==> config.mk <==
export PLATFORM = sky130hd
export DESIGN_NAME = vfc_cmd_fifo
export DESIGN_NICKNAME = d
export VERILOG_FILES = /design/src/rtl/vfc_pkg.sv /design/src/rtl/vfc_cmd_fifo.sv
export SDC_FILE = /design/constraint.sdc
export NUM_CORES = 1
export LEC_CHECK = 0
export ABC_CLOCK_PERIOD_IN_PS = 6900
export BUFFER_PORTS_ARGS = -buffer_cell sky130_fd_sc_hd__buf_2
export CAP_MARGIN = 30
export CELL_PAD_IN_SITES_DETAIL_PLACEMENT = 1
export CELL_PAD_IN_SITES_GLOBAL_PLACEMENT = 2
export CORE_UTILIZATION = 41
export DETAILED_ROUTE_END_ITERATION = 12
export GPL_TIMING_DRIVEN = 0
export MAX_ROUTING_LAYER = met4
export PLACE_DENSITY_LB_ADDON = 0.1
export RECOVER_POWER = 50
export REMOVE_ABC_BUFFERS = 1
export SLEW_MARGIN = 20
export SYNTH_ARGS = -nofsm -noshare
export SYNTH_HDL_FRONTEND = slang
export SYNTH_SLANG_ARGS = --single-unit
==> constraint.sdc <==
create_clock -name clk -period 6.9 [get_ports clk]
set_input_delay 1.035 -clock clk [delete_from_list [all_inputs] [get_ports clk]]
set_output_delay 1.035 -clock clk [all_outputs]
set_load 0.01 [all_outputs]
==> src/rtl/vfc_pkg.sv <==
// Shared types, codes and corner tables for the voxel face-cull mesher.
`default_nettype none
package vfc_pkg;

    localparam int CHUNK_EDGE_DEF = 16;

    // Request codes as carried on the input tuser.
    typedef enum logic [1:0] {
        REQ_WRITE    = 2'd0,
        REQ_MESH     = 2'd1,
        REQ_NEW_MESH = 2'd2,
        REQ_UNUSED   = 2'd3
    } req_t;

    // Commands queued between front and back.
    typedef enum logic [1:0] {
        CMD_WRITE    = 2'd0,
        CMD_MESH     = 2'd1,
        CMD_NEW_MESH = 2'd2
    } cmd_kind_t;

    typedef struct packed {
        cmd_kind_t  kind;
        logic [3:0] x;
        logic [3:0] y;
        logic [3:0] z;
        logic       active;
        logic [7:0] r;
        logic [7:0] g;
        logic [7:0] b;
        logic [7:0] tu;
        logic [7:0] tv;
    } cmd_t;

    typedef struct packed {
        logic       active;
        logic [7:0] r;
        logic [7:0] g;
        logic [7:0] b;
        logic [7:0] tu;
        logic [7:0] tv;
    } voxel_t;

    localparam logic [2:0] FACE_PZ   = 3'd0;
    localparam logic [2:0] FACE_NZ   = 3'd1;
    localparam logic [2:0] FACE_PX   = 3'd2;
    localparam logic [2:0] FACE_NX   = 3'd3;
    localparam logic [2:0] FACE_PY   = 3'd4;
    localparam logic [2:0] FACE_NY   = 3'd5;
    localparam logic [1:0] SLOT_LAST = 2'd3;

    // Cube corner offsets packed as {dx, dy, dz}.
    localparam logic [2:0] CUBE_CORNER [8] = '{
        3'b001, 3'b101, 3'b111, 3'b011, 3'b100, 3'b000, 3'b010, 3'b110
    };

    // Corner numbers per face in emission order.
    localparam logic [2:0] FACE_CORNERS [6][4] = '{
        '{3'd0, 3'd1, 3'd2, 3'd3},
        '{3'd4, 3'd5, 3'd6, 3'd7},
        '{3'd1, 3'd4, 3'd7, 3'd2},
        '{3'd5, 3'd0, 3'd3, 3'd6},
        '{3'd3, 3'd2, 3'd7, 3'd6},
        '{3'd5, 3'd4, 3'd1, 3'd0}
    };

    function automatic logic [2:0] corner_offset(input logic [2:0] face,
                                                 input logic [1:0] slot);
        return CUBE_CORNER[FACE_CORNERS[face][slot]];
    endfunction

endpackage
`default_nettype wire

==> src/rtl/vfc_cmd_fifo.sv <==
// Two-entry command queue between front and back.
`default_nettype none
module vfc_cmd_fifo (
    input  wire logic          clk,
    input  wire logic          rst_n,
    input  wire logic          push,
    input  wire vfc_pkg::cmd_t push_cmd,
    output logic               full,
    output logic               head_valid,
    output vfc_pkg::cmd_t      head,
    input  wire logic          pop
);
    import vfc_pkg::*;

    cmd_t       slot_reg [2];
    logic       wr_ptr_reg;
    logic       rd_ptr_reg;
    logic [1:0] count_reg;

    assign full       = count_reg == 2'd2;
    assign head_valid = count_reg != 2'd0;
    assign head       = slot_reg[rd_ptr_reg];

    always_ff @(posedge clk)
    begin
        if (push)
        begin
            slot_reg[wr_ptr_reg] <= push_cmd;
        end
    end

    always_ff @(posedge clk or negedge rst_n)
    begin
        if (!rst_n)
        begin
            wr_ptr_reg <= 1'b0;
            rd_ptr_reg <= 1'b0;
            count_reg  <= 2'd0;
        end
        else
        begin
            if (push)
            begin
                wr_ptr_reg <= !wr_ptr_reg;
            end
            if (pop)
            begin
                rd_ptr_reg <= !rd_ptr_reg;
            end
            count_reg <= count_reg + {1'b0, push} - {1'b0, pop};
        end
    end

endmodule
`default_nettype wire

After elaboration in Yosys (flattened, before gate mapping). Memories as Yosys holds them, arrays and structs flattened. Cells that the tools add are included.

Bits in registers: 4. Bits in writable memories: 110. Bits of input ports: 59. Output and inout bits: 57. Logic and storage cells: 12. Memories kept: 1.

Add/subtract/negate cells: 2. Equality and inequality tests: 1. Mux-type cells: 2. Reduce and logical (&&, ||, !) cells: 3.

Memories: slot_reg (words 2, width 55, read ports 1, clocked after Yosys merged registers in 0, write ports 1, line vfc_cmd_fifo.sv:15) `cmd_t slot_reg [2];`.

Operators by type and width (count): $add 2x1->2 (1); $eq 2x2->1 const B (1); $logic_not 1->1 (2); $mux 1 (2); $reduce_bool 2->1 (1); $sub 2x1->2 (1).

Logic depth before layout (Yosys ltp). Gate-level depths: netlist of run 1.

Depth after elaboration: 2. Depth in mapped cells: 5. Mapped depth without buffers: 5.

Worst setup path after synthesis of run 1. Ideal clock, no wire load.

Path type: input to register. Start: input port push. End: memory slot_reg[0][0] (netlist bit) (enable). Library setup time: 0.475 ns. Arrival: 3.465 ns. Required time: 6.425 ns. Slack: 2.960 ns. Stages: 1. Path buffers: 0. Path through: nor2b_1.

Word-level cells in the longest chain between the ends: 2.

RTL lines: start, declared (line vfc_cmd_fifo.sv:6) `input wire logic push,`; $mux 1 (line vfc_cmd_fifo.sv:26) `if (push)`; $mux 1 (not written as such) (line vfc_cmd_fifo.sv:28) `slot_reg[wr_ptr_reg] <= push_cmd;`; end, declared (line vfc_cmd_fifo.sv:15).

No other way between the ends.

==> metrics.md, run 1 <==
| Metric | Value |
|---|---|
| Met1 GRT Util | `15.3%` |
| Final net count | `around 380` |
| Synth warn | `0` |
| # fillers | `1,002` |
| Post-synth top cells | `edfxtp_1 (110), mux2_4 (40), mux2_2 (15), buf_6 (5), dfrtp_1 (4)` |
| Drt first pass iters | `4` |
| Die H | `105 um` |
| Arrival time at the worst endpoint | `2.86 ns` |
| Largest net degree at the start of global routing | `47` |
| Via count | `approximately 2,200` |
| Period utilization | `between 50% and 60%` |
| 1st-iter DRT viols | `46` |
| Dpl hpwl | `around 4800 um` |
| Status | `finished, violations left` |
| WP data required | `between 5 and 6 ns` |
| Reg2Reg Depth | `2` |
| Number of global-route vias before repair | `around 2,300` |
| Yosys top cell area share | `76.2%` |
| Combinational share of power | `27.4%` |
| Max transition margin | `-79.4%` |
| Postcts setup bufs | `0` |
| Synthesized area per cell | `23.3 sq um` |
| Buffers added on ports | `115` |
| Final slew viol count | `77` |
| Total power | `2.40 mW` |
| Worst Tran Pin Value | `2.69 ns` |
| Worst clock skew | `0.00659 ns` |
| H-tree depth | `4` |
| Initial antenna violation count | `0` |
| Max Cap Viol | `2` |
| Core Area | `10,300 sq um` |
| Failing checks | `max-capacitance violations, max-slew violations` |
| Starting Density | `42.2%` |
| Sequential Power Share | `about two fifths` |
| CTS Buf Count | `17` |
| Leakage | `2.20 nW` |
| Clock buffer depth | `2` |
| GR met2 Demand/Resource | `25.1%` |
| DP Area | `5120 sq um` |
| Top-level port count | `116` |
| Clock Sinks | `around 110` |
| Net Sw Frac | `a little over a quarter` |
| Die area | `11,000 sq um` |
| Mapped cell area | `4330 sq um` |
| Detail Route Antenna Nets | `0` |
| Die W | `between 100 and 150 um` |
| Pint | `1.75 mW` |
| CTS-repair resized insts | `0` |
| Most frequent cell after synthesis | `edfxtp_1` |
| Clock-pin transition on the worst setup and hold timing paths | `~0.05 ns` |
| Synth cell types | `13` |
| Peak VDD IR | `201 uV` |
| Hold Fails Final Rpt | `0` |
| Crit path capture type | `output port` |
| Cell row count | `37` |
| Routability cong. | `approximately 0.67` |
| Design Area, Final | `5560 sq um` |
| Crit start category | `register` |
| Layout cells sized above 1 | `53.6%` |
| Final min period | `3.90 ns` |
| Total congestion overflow | `0` |
| Via-to-Cell Ratio | `4.63` |
| Post-synth EDFFs | `110` |
| Hold-fix buffers, CTS | `0` |
| CTS root buf | `clkbuf_8` |
| CP max FO | `30` |
| Power per cell area | `~430 nW/um^2` |
| RSZ-0062 raised after global routing | `false` |
| Synth area leaders | `edfxtp_1 (76%), mux2_4 (14%), mux2_2 (3.9%), dfrtp_1 (2.3%), buf_6 (1.3%)` |
| Final WL | `7480 um` |
| Setup TNS | `0 ns` |
| Final-report setup violation count | `0` |
| Area leader, netlist | `edfxtp_1` |
| Hold Slack | `0.349 ns` |
| GR Util All Layers | `15.3%` |
| Clock share of power | `approximately 31%` |
| Post-DR wirelength/cell | `16.0 um` |
| Number of flip-flops under the largest register name | `110` |
| ANT cells | `0` |
| Layout area overhead | `28.2%` |
| Fmax | `0.257 GHz` |
| WS Path Type | `reg -> out` |
| Main flop type after synthesis | `edfxtp_1` |
| GR met3 Demand/Resource | `7.61%` |
| TritonCTS clock tree | `built` |
| First-pass GRT wire length | `11,500 um` |
| Hold WC Path Type | `in -> async` |
| FFs w/ async S/R, synth | `under 10%` |
| DR DRC count | `0` |
| Seq/Total Area, Yosys | `78.5%` |
| Psw | `0.646 mW` |
| Worst skew pair latency | `0.51 ns` |
| Mapped Cells | `186` |
| Most Used Layer, Global Route | `met2` |
| Flop and latch count out of synthesis | `between 100 and 150` |
==> stage by stage <==
step / util (%) / setup slack (ns) / cells
final: 54.1 / 3.00 / 466
after global routing: 54.1 / 2.78 / 466
after CTS: 54.7 / 3.68 / 466
after detailed placement: 49.8 / 4.23 / 435
after global placement: 48.8 / 1.20 / 431
after floorplan: - / 2.96 / 180
==> cell type report <==
| type | instances | area, sq um | area share, % |
|---|---|---|---|
| well taps | 136 | 170 | 3.06 |
| clock inverters | 10 | 68.8 | 1.24 |
| repair buffers | 119 | 616 | 11.1 |
| clock buffers | 21 | 429 | 7.73 |
| multi-input cells | 64 | 861 | 15.5 |
| inverters | 2 | 7.51 | 0.135 |
| flip-flops and latches | 114 | 3400 | 61.3 |
==> final timing paths <==
| path | from | end | slack (ns) |
|---|---|---|---|
| setup reg to reg | wr_ptr_reg | slot_reg[1][23] | 3.47 |
| setup / recovery | rd_ptr_reg | head[49] | 3.00 |
| hold / removal | rst_n | count_reg[0] | 0.35 |
| max in group asynchronous | rst_n | rd_ptr_reg | 6.36 |
| min in group clk | wr_ptr_reg | wr_ptr_reg | 0.49 |
| hold reg to reg | wr_ptr_reg | wr_ptr_reg | 0.49 |
==> critical path, cell delays in order (launching register included) <==
cell	delay [ns]
dfrtp_1	1.49
buf_12	0.33
mux2_2	0.36
buf_2	0.15
==> cell usage in the layout, fill, tap and decap left out, types with 3 or more instances in the layout <==
cell and instances:
dfrtp_1 4, buf_2 96, buf_12 3, mux2_2 15, mux2_4 40, clkinv_1 5
clkinv_2 4, clkbuf_16 16, edfxtp_1 110, clkbuf_1 24
==> power by group through the flow <==
stage | registers [mW] | logic (mW) | clock network (mW)
6_report | 1.01 | 0.658 | 0.736
5_1_grt | 1.02 | 0.708 | 0.786
4_1_cts | 1.01 | 0.677 | 0.756
3_5_place_dp | 1.02 | 0.674 | 0
3_3_place_gp | 1.07 | 0.637 | 0
2_1_floorplan | 1.03 | 0.421 | 0
==> layer usage <==
metal / up-vias / share of wire, %
li1: 1002 / -
met5: - / 0
met3: 15 / 7.1
met1: 1070 / 40
met2: 71 / 51
met4: 0 / 1.6
==> logic make-up (layout without fill, tap and decap cells) <==
logic type,count (synthesis),after routing,share of synthesized area (%)
AND/OR/NAND/NOR,4,4,0.578
flip-flops,114,114,78.5
XOR/XNOR,3,3,0.953
multiplexers,55,55,17.8
buffers and inverters,8,152,1.59
adder cells (fa/ha/maj),2,2,0.577
(Power assumes the default switching activity.)
==> run 2, diff against run 1 <==
Settings changed: ABC_CLOCK_PERIOD_IN_PS 6900 to 3400, CORE_UTILIZATION 41 to 35.
Clock period 6.9 ns to 3.4 ns, I/O delays scaled along.
==> run 2 against run 1 <==
The run still ends with max-capacitance violations, max-slew violations left; sequential share of layout area decreased by 0.88 points; via count down 1.1%; clock power increased by 110%; count of clock-buffer cells in the layout up 1; worst setup slack got worse by 2.1 ns; highest routed layer unchanged; final cell count up 7.3%.
==> metrics.md, run 2 (same netlist as run 1, synthesis figures left out) <==
| Metric | Value |
|---|---|
| H-tree depth | `4` |
| Cell row count | `40` |
| Largest net degree at the start of global routing | `35` |
| Hold WC Path Type | `in -> reg` |
| Total congestion overflow | `0` |
| Number of global-route vias before repair | `2,370` |
| DR DRC count | `0` |
| Clock Sinks | `between 100 and 150` |
| Power per cell area | `868 nW/um^2` |
| Pre-CTS setup slack | `roughly 1.3 ns` |
| # fillers | `1,173` |
| CTS root buf | `clkbuf_16` |
| Post-DR wirelength/cell | `between 15 and 20 um` |
| Clock-pin transition on the worst setup and hold timing paths | `0.05 ns` |
| Top-level port count | `116` |
| Layout area overhead | `30.2%` |
| Hold-fix buffers, CTS | `1` |
| Crit path capture type | `output port` |
| Die area | `12,800 sq um` |
| Starting Density | `35.9%` |
| CTS Buf Count | `17` |
| Routability cong. | `0.675` |
| Max transition margin | `-9.67%` |
| First-pass GRT wire length | `12,000 um` |
| Arrival time at the worst endpoint | `a little under 2 ns` |
| Initial antenna violation count | `0` |
| Status | `finished, violations left` |
| CP max FO | `29` |
| Layout cells sized above 1 | `52.7%` |
| Postcts setup bufs | `0` |
| Peak VDD IR | `356 uV` |
| Core Area | `12,100 sq um` |
| Hold Slack | `0.292 ns` |
| Clock buffer depth | `2` |
| Max Cap Viol | `1` |
| Via-to-Cell Ratio | `4.27` |
| ANT cells | `0` |
| Final Worst Setup Slack | `0.907 ns` |
| Buffers added on ports | `115` |
| TritonCTS clock tree | `built` |
| Reg area | `3410 sq um` |
| Number of flip-flops under the largest register name | `110` |
| GR Util All Layers | `between 10 and 15%` |
| Dpl hpwl | `5070 um` |
| Leakage | `around 2.2 nW` |
| Final min period | `2.49 ns` |
| RSZ-0062 raised after global routing | `false` |
| WS Path Type | `reg -> out` |
| Detail Route Antenna Nets | `0` |
| Setup TNS | `0 ns` |
| Most common cell after layout, fill and taps aside | `edfxtp_1` |
| Final slew viol count | `22` |
| Period utilization | `73.3%` |
| Hold Fails Final Rpt | `0` |
| Worst clock skew | `0.00884 ns` |
| Worst skew pair latency | `0.41 ns` |
| Die H | `113 um` |
| 1st-iter DRT viols | `83` |
| Final WL | `7740 um` |
| Fmax | `approximately 0.4 GHz` |
| Most frequent cells in the layout | `edfxtp_1 (110), buf_2 (93), mux2_4 (40), clkbuf_1 (27), clkbuf_16 (17)` |
| Area occupied by multi-input gates | `approximately 860 sq um` |
| Design Area, Final | `5640 sq um` |
| Final net count | `380` |
| Final-report setup violation count | `0` |
| Worst Tran Pin Value | `1.64 ns` |
| Crit start category | `register` |
| WP data required | `2.89 ns` |
| CTS-repair resized insts | `0` |
| Failing checks | `max-capacitance violations, max-slew violations` |
| Drt first pass iters | `4` |
| DP Area | `5160 sq um` |
| Die W | `113 um` |
| Via count | `2,135` |
[run 2: area by class of cell]
cell class	count	area share (%)
Timing Repair Buffer	120	11.4
Multi-Input combinational cell	64	15.3
Clock inverter	10	1.20
Inverter	2	0.133
Tap cell	168	3.73
Sequential cell	114	60.4
Clock buffer	22	7.87
[run 2: path summary, 6_finish.rpt]
| path | from | to | slack [ns] | cells past startpoint |
|---|---|---|---|---|
| setup / recovery | rd_ptr_reg | head[49] | 0.91 | 3 |
| hold / removal | push_cmd[52] | slot_reg[0][52] | 0.29 | 1 |
| setup reg to reg | wr_ptr_reg | slot_reg[1][12] | 1.12 | 2 |
| hold reg to reg | wr_ptr_reg | wr_ptr_reg | 0.49 | 1 |
| max in group asynchronous | rst_n | rd_ptr_reg | 2.69 | 2 |
| min in group asynchronous | rst_n | count_reg[0] | 0.48 | 2 |
[run 2: power breakdown]
part           leakage (nW)  total (mW)  internal (mW)  switching, mW
logic                 0.881        1.35          0.734          0.612
registers              1.08        2.03           1.88          0.154
clock network         0.251        1.52          0.979          0.545
total                  2.21        4.90           3.59           1.31
[run 2: critical path, cell delays in order, from the launching register on]
cell and delay [ns]:
dfrtp_4 0.75, buf_12 0.31, mux2_2 0.36, buf_2 0.14
[run 2: per-layer routing]
| metal | part of all wire (%) | GRT usage (%) |
|---|---|---|
| met1 | 38 | 13.6 |
| met2 | 55 | 22.5 |
| met3 | 5.9 | 5.20 |
| met4 | 1.7 | 8.42 |
| met5 | 0 | - |
[run 2: stage by stage]
| step | utilization (%) | power [mW] | cells |
|---|---|---|---|
| after floorplan | - | 2.94 | 180 |
| after global placement | 41.9 | 3.48 | 463 |
| after detailed placement | 42.8 | 3.46 | 467 |
| after CTS | 47.1 | 5.01 | 500 |
| after global routing | 46.8 | 5.14 | 500 |
| final | 46.8 | 4.90 | 500 |
==> run 3, diff against run 2 <==
Settings changed: ABC_AREA set to 1, ABC_CLOCK_PERIOD_IN_PS 3400 to 2000, CORE_UTILIZATION 35 to 31.
Clock period 3.4 ns to 2 ns, I/O delays scaled along.
==> run 3 against run 2 <==
Largest cell class unchanged; total power up 73%; the flow now finishes without violations; critical path type unchanged; combinational power up 76%; worst hold slack worse by 0.21 ns; critical path depth unchanged; non-clock buffer count up 3; critical endpoint is now head[52]; highest routed layer unchanged; first-iteration DRC count down 11%; design area up 0.62%; sequential share of layout area down 0.37 points; clock skew down 0.0042 ns; die area up 12%; sequential cell count unchanged.
==> metrics.md, run 3 <==
| Metric | Value |
|---|---|
| Status | `complete, no violations` |
| CTS root buf | `clkbuf_16` |
| Via-to-Cell Ratio | `4.23` |
| Final min period | `between 1.5 and 2 ns` |
| Final net count | `503` |
| Clock-pin transition on the worst setup and hold timing paths | `0.05 ns` |
| Crit path capture type | `output port` |
| WS Path Type | `reg -> out` |
| Cell row count | `42` |
| Synthesized area per cell | `around 14 sq um` |
| Post-synth top cells | `edfxtp_1 (110), inv_1 (62), nand2_1 (62), o21ai_0 (45), o21ai_1 (10)` |
| Power per cell area | `1490 nW/um^2` |
| Largest net degree at the start of global routing | `67` |
| Dpl hpwl | `5560 um` |
| Clock Sinks | `114` |
| Synth cell types | `13` |
| Max Cap Viol | `0` |
| Crit start category | `register` |
| Synth warn | `0` |
| Via count | `2,666` |
| Most frequent cell after synthesis | `edfxtp_1` |
| Detail Route Antenna Nets | `0` |
| Worst clock skew | `0.00465 ns` |
| DP Area | `between 5000 and 6000 sq um` |
| Main combinational cell family by area after synthesis | `buffers and inverters` |
| Simple-gate share of the synthesized area | `5.68%` |
| Number of flip-flops under the largest register name | `110` |
| Final-report setup violation count | `0` |
| CTS-repair resized insts | `0` |
| # fillers | `about 1,400` |
| 1st-iter DRT viols | `74` |
| Peak VDD IR | `704 uV` |
| CP max FO | `33` |
| Synth Area in Adders | `less than 1%` |
| Core Area | `13,400 sq um` |
| Most frequent cells in the layout | `edfxtp_1 (110), buf_2 (98), nand2_1 (62), inv_1 (61), o21ai_0 (45)` |
| Fmax | `0.531 GHz` |
| Die area | `~14,000 sq um` |
| Post-synthesis xor/xnor area fraction | `0.406%` |
| DR DRC count | `0` |
| Seq/Total Area, Yosys | `78.9%` |
| CTS Buf Count | `17` |
| Layout cells sized above 1 | `roughly 28%` |
| Arrival time at the worst endpoint | `roughly 1.6 ns` |
| Yosys top cell area share | `76.5%` |
| First-pass GRT wire length | `about 14,000 um` |
| Main flop type after synthesis | `edfxtp_1` |
| Leakage | `2.40 nW` |
| Drt first pass iters | `4` |
| Design Area, Final | `5680 sq um` |
| Mapped Cells | `approximately 310` |
| Synth area leaders | `edfxtp_1 (77%), inv_1 (5.4%), nand2_1 (5.4%), o21ai_0 (5.2%), buf_6 (2.3%)` |
| H-tree depth | `4` |
| Pre-CTS setup slack | `0.293 ns` |
| Reg area | `3410 sq um` |
| ANT cells | `0` |
| Hold Fails Final Rpt | `0` |
| GR Util All Layers | `13.5%` |
| Top-level port count | `about 120` |
| Hold WC Path Type | `in -> reg` |
| Hold Slack | `0.0815 ns` |
| Worst skew pair latency | `0.40 ns` |
| Final Worst Setup Slack | `0.118 ns` |
| Setup TNS | `0 ns` |
| Layout area overhead | `31.6%` |
| FFs w/ async S/R, synth | `under 10%` |
| Final WL | `around 9000 um` |
| Compound-Gate Fraction of Synth Area | `6.38%` |
| Mapped cell area | `roughly 4300 sq um` |
| Final slew viol count | `0` |
| Post-synth EDFFs | `110` |
| Number of global-route vias before repair | `2,728` |
| Clock buffer depth | `2` |
| Flop and latch count out of synthesis | `about 110` |
| Die W | `120 um` |
| WP data required | `1.70 ns` |
| Die H | `between 100 and 150 um` |
| Area leader, netlist | `edfxtp_1` |
| Worst Tran Pin Value | `approximately 0.66 ns` |
| Routability cong. | `0.662` |
| Initial antenna violation count | `0` |
| Post-DR wirelength/cell | `14.2 um` |
| Buffers added on ports | `115` |
| Starting Density | `32.2%` |
| TritonCTS clock tree | `built` |
| Mux cell area share after synthesis | `0%` |
| Total congestion overflow | `0` |
| Period utilization | `94.1%` |
| Most common cell after layout, fill and taps aside | `edfxtp_1` |
| Area occupied by multi-input gates | `571 sq um` |
| RSZ-0062 raised after global routing | `false` |
| Max transition margin | `55.8%` |
| Final Util | `42.4%` |
[run 3: through the flow]
stage | total power, mW | cells
after detailed placement | 5.70 | 595
after CTS | 8.57 | 630
after global routing | 9.02 | 631
final | 8.49 | 631
after floorplan | 4.56 | 300
after global placement | 5.29 | 591
[run 3: path summary, 6_finish.rpt]
check	start	to	slack, ns	cells past startpoint
max in group asynchronous	rst_n	rd_ptr_reg	1.51	2
max reg2reg	wr_ptr_reg	slot_reg[1][43]	0.41	3
min reg2reg	wr_ptr_reg	wr_ptr_reg	0.55	1
min	push_cmd[10]	slot_reg[1][10]	0.08	1
max	rd_ptr_reg	head[52]	0.12	3
min in group asynchronous	rst_n	wr_ptr_reg	0.26	2
[run 3: kinds of logic (layout without fill, tap and decap cells)]
group | count (synthesis) | in the layout
compound gates | 55 | 55
xor+xnor | 2 | 2
fa+ha+maj | 2 | 2
buf+inv | 74 | 217
flops | 114 | 114
simple gates | 65 | 65
[run 3: layout make-up]
class / count / area share, %
Multi-Input combinational cell: 124 / 10.0
Inverter: 62 / 4.10
Sequential cell: 114 / 60.0
Clock buffer: 23 / 7.89
Tap cell: 176 / 3.88
Clock inverter: 9 / 1.56
Timing Repair Buffer: 123 / 12.5
[run 3: power by group]
part           total (mW)  switching [mW]  leakage (nW)  internal, mW
logic                2.38            1.48          1.06         0.899
clock network        2.75           0.945         0.261          1.80
registers            3.36           0.177          1.08          3.18
[run 3: per-layer routing]
metal  GRT usage (%)  vias up  routed length [um]  share of wire (%)
met5               -        -                   0                  0
met2            21.3       76                4520                 50
met4            7.27        0                 174                1.9
met1            15.3     1259                3820                 43
met3            4.18       16                 475                5.3
li1                -     1315                   -                  -
[run 3: worst max-delay path, stage by stage (launching register included)]
cell and delay, ns:
dfrtp_4 0.58, clkbuf_16 0.25, o21ai_0 0.19, buf_2 0.16
[run 3: timing repair]
| item | CTS | global route |
|---|---|---|
| endpoints found under the hold margin | 4 | 0 |
| buffers inserted | 2 | 0 |
| setup endpoints to repair | 33 | 3 |
| hold buffers | 1 | 0 |
| cloned | 0 | 1 |
